File: src/hdl/hpq_pkg.sv
// Package for the binary max-heap priority queue.
// Holds the default heap depth, fixed field widths and result status codes.
// No dependencies.
`default_nettype none

package hpq_pkg;

	localparam int HEAP_DEPTH_DEF = 64;
	localparam int VALUE_W        = 32;
	localparam int COUNT_W        = 7;

	typedef enum logic [1:0] {
		ST_OK    = 2'd0,
		ST_EMPTY = 2'd1,
		ST_FULL  = 2'd2
	} status_t;

endpackage

`default_nettype wire

File: src/hdl/max_heap_priority_queue.sv
// Binary max-heap priority queue of signed 32-bit values over one on-chip array.
// Depends on hpq_pkg for widths and status codes.
//
// An insert (mode 0) stays busy for a read and a compare of each parent it checks,
// plus a final read when it climbs to the root. An extract (mode 1) stays busy for
// a load of the last entry, a read and a compare for each level it moves down, then
// a final read, plus a compare when it stops above a leaf. A one-write, two-read heap
// array serves every level: each level needs a registered read and then a compare
// and write. An insert into a full heap, an extract from an empty heap and an extract
// of the only entry never raise busy. The result shows in the same cycle that busy
// falls, for exactly one cycle with done high, and the receiver cannot hold it off.
`default_nettype none

module max_heap_priority_queue import hpq_pkg::*; #(
	parameter int HEAP_DEPTH = HEAP_DEPTH_DEF
) (
	input  wire logic                      clk,
	input  wire logic                      arst_n,
	input  wire logic                      start,
	output logic                           busy,
	input  wire logic                      mode,
	input  wire logic signed [VALUE_W-1:0] value_in,
	output logic                           done,
	output logic signed [VALUE_W-1:0]      value_out,
	output logic [1:0]                     status,
	output logic signed [VALUE_W-1:0]      top_value,
	output logic                           is_empty,
	output logic [COUNT_W-1:0]             entry_count
);

	localparam int ADDR_W = (HEAP_DEPTH > 1) ? $clog2(HEAP_DEPTH) : 1;
	localparam int CNT_W  = $clog2(HEAP_DEPTH + 1);
	localparam int IDX_W  = ADDR_W + 1;

	typedef enum logic [2:0] {
		S_IDLE,
		S_UP_RD,
		S_UP_CMP,
		S_DN_LOAD,
		S_DN_RD,
		S_DN_CMP
	} state_t;

	state_t                      state_q;
	logic [CNT_W-1:0]            cnt_q;
	logic [ADDR_W-1:0]           idx_q;
	logic signed [VALUE_W-1:0]   v_q;
	logic signed [VALUE_W-1:0]   top_q;
	logic                        done_q;
	logic signed [VALUE_W-1:0]   vout_q;
	status_t                     status_q;

	logic [VALUE_W-1:0]          mem [HEAP_DEPTH];
	logic signed [VALUE_W-1:0]   rd_a_q;
	logic signed [VALUE_W-1:0]   rd_b_q;

	logic                        we;
	logic [ADDR_W-1:0]           waddr;
	logic signed [VALUE_W-1:0]   wdata;
	logic [ADDR_W-1:0]           ra_addr;
	logic [ADDR_W-1:0]           rb_addr;
	logic                        finish;

	logic                        accept;
	logic [ADDR_W-1:0]           par;
	logic [IDX_W-1:0]            lchild;
	logic [IDX_W-1:0]            rchild;
	logic [IDX_W-1:0]            cnt_x;
	logic                        take_r;
	logic signed [VALUE_W-1:0]   big_val;
	logic [ADDR_W-1:0]           big_idx;
	logic [CNT_W+COUNT_W-1:0]    cnt_ext;

	assign accept  = start && (state_q == S_IDLE);
	assign par     = ADDR_W'((idx_q - ADDR_W'(1)) >> 1);
	assign lchild  = {idx_q, 1'b1};
	assign rchild  = lchild + IDX_W'(1);
	assign cnt_x   = IDX_W'(cnt_q);
	assign take_r  = (rchild < cnt_x) && (rd_b_q > rd_a_q);
	assign big_val = take_r ? rd_b_q : rd_a_q;
	assign big_idx = take_r ? rchild[ADDR_W-1:0] : lchild[ADDR_W-1:0];

	always_comb begin
		we      = 1'b0;
		waddr   = idx_q;
		wdata   = v_q;
		ra_addr = ADDR_W'(cnt_q - CNT_W'(1));
		rb_addr = rchild[ADDR_W-1:0];
		finish  = 1'b0;
		unique case (state_q)
			S_IDLE: begin
			end
			S_UP_RD: begin
				ra_addr = par;
				if (idx_q == '0) begin
					we     = 1'b1;
					finish = 1'b1;
				end
			end
			S_UP_CMP: begin
				we = 1'b1;
				if (v_q > rd_a_q) begin
					wdata = rd_a_q;
				end else begin
					finish = 1'b1;
				end
			end
			S_DN_LOAD: begin
			end
			S_DN_RD: begin
				ra_addr = lchild[ADDR_W-1:0];
				if (lchild >= cnt_x) begin
					we     = 1'b1;
					finish = 1'b1;
				end
			end
			S_DN_CMP: begin
				we = 1'b1;
				if (big_val > v_q) begin
					wdata = big_val;
				end else begin
					finish = 1'b1;
				end
			end
			default: begin
			end
		endcase
	end

	always_ff @(posedge clk) begin
		rd_a_q <= mem[ra_addr];
		rd_b_q <= mem[rb_addr];
		if (we) begin
			mem[waddr] <= wdata;
		end
	end

	always_ff @(posedge clk or negedge arst_n) begin
		if (!arst_n) begin
			state_q  <= S_IDLE;
			cnt_q    <= '0;
			top_q    <= '0;
			done_q   <= 1'b0;
			status_q <= ST_OK;
			vout_q   <= '0;
			idx_q    <= '0;
			v_q      <= '0;
		end else begin
			done_q <= 1'b0;
			if (we && waddr == '0) begin
				top_q <= wdata;
			end
			unique case (state_q)
				S_IDLE: begin
					if (accept) begin
						vout_q   <= '0;
						status_q <= ST_OK;
						if (!mode) begin
							if (cnt_q >= CNT_W'(HEAP_DEPTH)) begin
								status_q <= ST_FULL;
								done_q   <= 1'b1;
							end else begin
								idx_q   <= cnt_q[ADDR_W-1:0];
								v_q     <= value_in;
								cnt_q   <= cnt_q + CNT_W'(1);
								state_q <= S_UP_RD;
							end
						end else begin
							if (cnt_q == '0) begin
								status_q <= ST_EMPTY;
								done_q   <= 1'b1;
							end else begin
								vout_q <= top_q;
								cnt_q  <= cnt_q - CNT_W'(1);
								if (cnt_q == CNT_W'(1)) begin
									done_q <= 1'b1;
								end else begin
									state_q <= S_DN_LOAD;
								end
							end
						end
					end
				end
				S_UP_RD: begin
					state_q <= finish ? S_IDLE : S_UP_CMP;
					done_q  <= finish;
				end
				S_UP_CMP: begin
					if (finish) begin
						state_q <= S_IDLE;
						done_q  <= 1'b1;
					end else begin
						idx_q   <= par;
						state_q <= S_UP_RD;
					end
				end
				S_DN_LOAD: begin
					v_q     <= rd_a_q;
					idx_q   <= '0;
					state_q <= S_DN_RD;
				end
				S_DN_RD: begin
					state_q <= finish ? S_IDLE : S_DN_CMP;
					done_q  <= finish;
				end
				S_DN_CMP: begin
					if (finish) begin
						state_q <= S_IDLE;
						done_q  <= 1'b1;
					end else begin
						idx_q   <= big_idx;
						state_q <= S_DN_RD;
					end
				end
				default: begin
					state_q <= S_IDLE;
				end
			endcase
		end
	end

	assign cnt_ext     = {{COUNT_W{1'b0}}, cnt_q};
	assign busy        = (state_q != S_IDLE);
	assign done        = done_q;
	assign value_out   = vout_q;
	assign status      = status_q;
	assign is_empty    = (cnt_q == '0);
	assign top_value   = (cnt_q == '0) ? '0 : top_q;
	assign entry_count = cnt_ext[COUNT_W-1:0];

endmodule

`default_nettype wire

File: config.mk
export PLATFORM = sky130hd
export DESIGN_NAME = max_heap_priority_queue
export DESIGN_NICKNAME = d
export VERILOG_FILES = /design/src/hdl/hpq_pkg.sv /design/src/hdl/max_heap_priority_queue.sv
export SDC_FILE = /design/constraint.sdc
export NUM_CORES = 2
export LEC_CHECK = 0
export BUFFER_PORTS_ARGS = -buffer_cell sky130_fd_sc_hd__buf_2
export CORE_UTILIZATION = 40
export CTS_CLUSTER_DIAMETER = 30
export CTS_CLUSTER_SIZE = 25
export DETAILED_ROUTE_END_ITERATION = 12
export GPL_TIMING_DRIVEN = 1
export PLACE_DENSITY_LB_ADDON = 0.08
export SLEW_MARGIN = 30
export SYNTH_ARGS = -nofsm -noshare
export SYNTH_HDL_FRONTEND = slang
export SYNTH_SLANG_ARGS = --single-unit
File: constraint.sdc
create_clock -name clk -period 6.9 [get_ports clk]
set_clock_uncertainty 0.15 [all_clocks]
set_input_delay 1.725 -clock clk [delete_from_list [all_inputs] [get_ports clk]]
set_output_delay 1.725 -clock clk [all_outputs]
set_load 0.01 [all_outputs]
# After elaboration in Yosys (flattened, before gate mapping)
# Memories as Yosys holds them, arrays and structs flattened. A register that Yosys moved wholly into a read port is not among the register bits.
# Index checks and enable logic that the tools add are counted.
[word_totals]
output_inout_bits = 76
ramBits = 2048
n_memories = 1
regBits = 115
input_bits = 36
wordCells = 100
[classes]
n_lt_le_gt_ge = 6
add_sub_neg = 4
mux = 49
eq_ne = 16
n_reduce_logical = 16
[memory_table]
columns = ["memory", "depth", "width", "rd", "rd_clocked_by_memory_dff", "wr", "line_no", "text"]
rows = [
  ["mem", 64, 32, 2, 2, 1, "max_heap_priority_queue.sv:53", "logic [VALUE_W-1:0] mem [HEAP_DEPTH];"],
]
[op_table]
columns = ["operator", "n"]
rows = [
  ["$mux 32", 8],
  ["$pmux 32 s2", 2],
  ["$gt 32x32->1", 3],
  ["$mux 6", 6],
  ["$pmux 6 s4", 1],
  ["$mux 3", 7],
  ["$mux 7", 3],
  ["$pmux 3 s6", 1],
  ["$add 7x1->7 const B", 2],
  ["$mux 1", 14],
  ["$ne 2x2->1 const B", 7],
  ["$pmux 6 s2", 1],
  ["$reduce_and 4->1", 3],
  ["$ne 3x3->1 const B", 3],
  ["$eq 7x1->1 const B", 1],
  ["$ge 7x7->1", 1],
  ["$ge 7x7->1 const B", 1],
  ["$logic_not 7->1", 1],
  ["$lt 7x7->1", 1],
  ["$sub 7x1->7 const B", 1],
  ["$eq 3x2->1 const B", 2],
  ["$eq 3x3->1 const B", 2],
  ["$logic_not 6->1", 1],
  ["$mux 2", 3],
  ["12 further kinds", 16],
]

# Depth between registers and ports, before layout
[depth]
word_depth = 9
ltp_mapped = 27
depth_no_buf = 21

# Worst setup path after synthesis
# Ideal clock, no wire load.
[synth_timing]
path_kind = "reg2reg"
start = "register idx_q[0]"
end = "memory mem[0][18], data pin"
slack_ps = 122
n_path_buf = 5
setup_ps = 366
stages_incl_launch_ff = 24
t_arrival_ps = 6262
period_less_slack_ps = 6778
t_required_ps = 6384
path_cell_list = "dfrtp_1 buf_1 clkbuf_1 inv_1 ha_1 ha_1 o21ai_0 a21oi_1 nor3_1 o21bai_1 a221oi_4 buf_2 clkbuf_1 o21ai_0 ha_1 nand4_1 or4_1 a21oi_1 or4_1 a21oi_1 nand2b_1 o21ai_1 clkbuf_1 a221o_1"
[synth_between]
elab_chain_len = 7
[synth_rtl]
columns = ["element", "line_no", "text"]
rows = [
  ["start: declaration", "max_heap_priority_queue.sv:46", "logic [ADDR_W-1:0] idx_q;"],
  ["start signal: assignment", "max_heap_priority_queue.sv:163", "idx_q <= cnt_q[ADDR_W-1:0];"],
  ["start signal: assignment", "max_heap_priority_queue.sv:193", "idx_q <= par;"],
  ["start signal: assignment", "max_heap_priority_queue.sv:211", "idx_q <= big_idx;"],
  ["$add 7x1->7 (*)", "max_heap_priority_queue.sv:77", "assign rchild = lchild + IDX_W'(1);"],
  ["$lt 7x7->1 (*)", "max_heap_priority_queue.sv:79", "assign take_r = (rchild < cnt_x) && (rd_b_q > rd_a_q);"],
  ["$logic_and 1x1->1 (*)", "max_heap_priority_queue.sv:79", ""],
  ["$mux 32 (*)", "max_heap_priority_queue.sv:80", "assign big_val = take_r ? rd_b_q : rd_a_q;"],
  ["$gt 32x32->1", "max_heap_priority_queue.sv:119", "if (big_val > v_q) begin"],
  ["$mux 32 (*)", "max_heap_priority_queue.sv:119", ""],
  ["$pmux 32 s2 (*)", "max_heap_priority_queue.sv:90", "unique case (state_q)"],
  ["net wdata[18]", "max_heap_priority_queue.sv:59", "logic signed [VALUE_W-1:0] wdata;"],
  ["end: declaration", "max_heap_priority_queue.sv:53", ""],
]
# The timed path passes the listed nets; every way through them passes the cells marked *.

# Worst setup path after layout
[layout_timing]
start = "register rd_a_q[14], read port of mem"
end = "memory mem[48][11], data pin"
[layout_between]
elab_chain_len = 6
word_cells_on_any_way = 8
cone_classes = "3 x order compare; 4 x mux; 1 x reduce/logical"
[layout_rtl]
columns = ["element", "line_no", "text"]
rows = [
  ["start: declaration", "max_heap_priority_queue.sv:54", "logic signed [VALUE_W-1:0] rd_a_q;"],
  ["$gt 32x32->1", "max_heap_priority_queue.sv:79", ""],
  ["$logic_and 1x1->1", "max_heap_priority_queue.sv:79", ""],
  ["$mux 32", "max_heap_priority_queue.sv:80", ""],
  ["$gt 32x32->1", "max_heap_priority_queue.sv:119", ""],
  ["$mux 32", "max_heap_priority_queue.sv:119", ""],
  ["$pmux 32 s2 (*)", "max_heap_priority_queue.sv:90", ""],
  ["net wdata[11]", "max_heap_priority_queue.sv:59", ""],
]
# Marks and branches as above.

==> flow_summary.toml <==
[status]
outcome = "finished, final reports clean"

[worst_setup_path]
crit_path_max_incr_delay_ns = 0.65
largest_driver_fanout_on_the_critical_path = 64
cp_slowest_cell = "or4_1"
path_class = "flip-flop to flip-flop"
cp_data_arrival_time_ns = 7.04
timing.reg2reg.setup_slack_ns = 0.38
critPathRequiredTime_ns = 7.43
crit_chain = "inv_1, ha_1, nand4_1, nor4_1, a21bo_1, a31oi_1, o21ai_0, a221oi_4, buf_12, o21ai_0, ha_1, nand4_1, or4_1, a21oi_1, or4_1, a21oi_1, nand2b_1, buf_4, and3_1, a221o_2, buf_12"
cp-end-kind = "flip-flop"
setup.worst_path.start_class = "flip-flop"

[clock_network]
cts_setup_buffers = 0
worst_skew_pair.late_latency_ns = 1.00
tritoncts.num_buffers = 487
cts_repair_resize_count = 0
clk_path_buf_depth = 4
ctsRootBufferMaster = "clkbuf_16"
clock-sinks = 2227
tritoncts = "done"
cts_htree_levels = 5
clk_pin_slew_worst_paths_ns = 0.05
holdBufCountCts = 0

[synthesis]
ys_top_cells_by_count = "edfxtp_1, nand2_1, mux4_2"
avgSynthCellArea_um2 = 13.8
syn_nets = 7320
synthArstFlopShare = 0.0516
post-synth-top-area-cell = "edfxtp_1"
synth_most_common_cell = "edfxtp_1"
synth.yosys.warnings = 0
syn-cell-area_um2 = 98600
number_of_enable_type_register_cells_in_the_synthesized_netlist = 2048
synth_top_flop_cell = "edfxtp_1"
synthesis.instances = 7170
yosys_reg_bits = 2227
synth_top_cell_area_share = 0.623
synth.distinct_cells = 74
yosys-top-cells-area = "edfxtp_1, mux4_2, nand2_1"
synth-seq-area-share = 0.666

[placement]
numPortBuffers = 111
gp_congestion = 0.876
detailed_place_hpwl_um = 212000

[sta]
max_clock_freq_ghz = 0.153
setup_tns_ns = 0
timing.final.crit_period_ns = 6.52
rsz0062_at_grt = "false"
slew_headroom = 0.282
final_max_slew_viol_count = 0
setup_violations = 0
fin_crit_sh = 0.944
tightestPinTransition_ns = 1.08
hold_viol = 0

[routing]
via_density_per_instance = 6.07
postRouteAntennaNets = 0
post_drt_wl_per_cell_um = 32.7
via_count = 68000
routed_wirelength_um = 366000
detail_route.drc_violations = 0
dr.pass1.iters = 7
first_iter_violations = 8758

[global_routing]
grt_first_pass_wirelength_um = 511000
number_of_antenna_violations_at_the_first_check_in_global_routing = 28
first_global_vias = 65600
gr-total-overflow = 0
pin_count_of_the_biggest_net_entering_global_routing = 143
grt.total_usage = 0.291

[floorplan]
chip_height_um = 499
initial_cell_density_of_the_core = 0.404
rows = 181
floorplan.die_area_um2 = 249000
coreArea_um2 = 244000
top_level_ports = 112
fp.dieW_um = 499

[finish]
drive_gt1_frac = 0.233
nets = 7727
fillerInstances = 20700
signed_area_change_from_the_synthesized_netlist_to_the_final_layout_pct = 23.7
area.sequential_um2 = 65700
footprint_of_the_multi_input_gates_um2 = 31300

[min_path]
worst_hold_path_type = "flip-flop to flip-flop"

[job]
drv_cap = 0
[path summary, 6_finish.rpt]
| kind | from | end | cells after the start |
|---|---|---|---|
| setup / recovery | rd_a_q[14] | mem[48][11] | 21 |
| hold / removal | rd_a_q[17] | top_q[17] | 1 |
| setup reg to reg | rd_a_q[14] | mem[48][11] | 21 |
| hold reg to reg | rd_a_q[17] | top_q[17] | 1 |
| max in group asynchronous | arst_n | idx_q[0] | 2 |
| min in group asynchronous | arst_n | value_out[1] | 1 |
[worst max-delay path: cells and delay by family (launching register included)]
kind	cells	cell delay (ns)
compound gates	8	1.92
fa+ha+maj	2	0.65
buf+inv	4	0.86
flops	1	0.35
simple gates	7	2.19
[routing by layer]
layer,GRT usage,routed length [um]
met4,0.0782,8870
met5,0,50
met3,0.0660,35500
met2,0.446,166000
met1,0.417,156000
[sequential cells by signal, indices dropped and copies added, names as in the netlist]
register	count
done	1
value_out	32
v_q	32
top_q	32
status	2
rd_b_q	32
rd_a_q	32
idx_q	6
state_q	3
mem	2048
entry_count	7
[kinds of logic (layout without fill, tap and decap cells)]
| group | after synthesis | in the layout | synth area share |
|---|---|---|---|
| AND/OR/NAND/NOR | 2827 | 2827 | 0.126 |
| other | 0 | 10 | 0 |
| buffers and inverters | 597 | 1402 | 0.0242 |
| adder cells (fa/ha/maj) | 114 | 114 | 0.0145 |
| flip-flops | 2227 | 2227 | 0.666 |
| XOR/XNOR | 19 | 19 | 0.00169 |
| multiplexers | 455 | 455 | 0.103 |
| AO/OA/AOI/OAI | 931 | 931 | 0.0649 |
[stage by stage]
| stage | util | area, um2 | worst slack, ns | instances | hold slack [ns] |
|---|---|---|---|---|---|
| after floorplan | - | 98600 | 0.122 | 7170 | 0.304 |
| after global placement | 0.432 | 105000 | 0.321 | 10300 | 0.314 |
| after detailed placement | 0.433 | 106000 | 0.328 | 10300 | 0.319 |
| after CTS | 0.500 | 122000 | 0.313 | 11200 | 0.317 |
| after global routing | 0.500 | 122000 | 0.122 | 11200 | 0.335 |
| final | 0.500 | 122000 | 0.383 | 11200 | 0.312 |
[placed cells by master (no fill, tap or decap), types with 64 or more instances in the layout]
cell type,instances
a311oi_1,191
ha_1,113
edfxtp_1,2048
buf_2,110
mux4_2,448
dfxtp_1,64
o22ai_1,64
a21oi_1,332
nor2_1,98
clkinv_2,81
and3_1,223
buf_4,204
o21ai_0,88
inv_1,80
buf_12,106
clkbuf_16,491
nand3_1,411
dfrtp_1,114
and3b_1,64
nand2_1,1797
clkinv_1,69
[layout make-up]
class,instances,area share
clock buffers,549,0.103
flip-flops and latches,2227,0.538
well taps,3202,0.0328
clock inverters,338,0.0300
repair buffers,434,0.0370
inverters,81,0.00249
diodes,10,0.000205
multi-input cells,4346,0.257
Power is left out: the tool's default activity adds up to more than one toggle a clock period on the data nets, which glitch-free logic cannot reach.
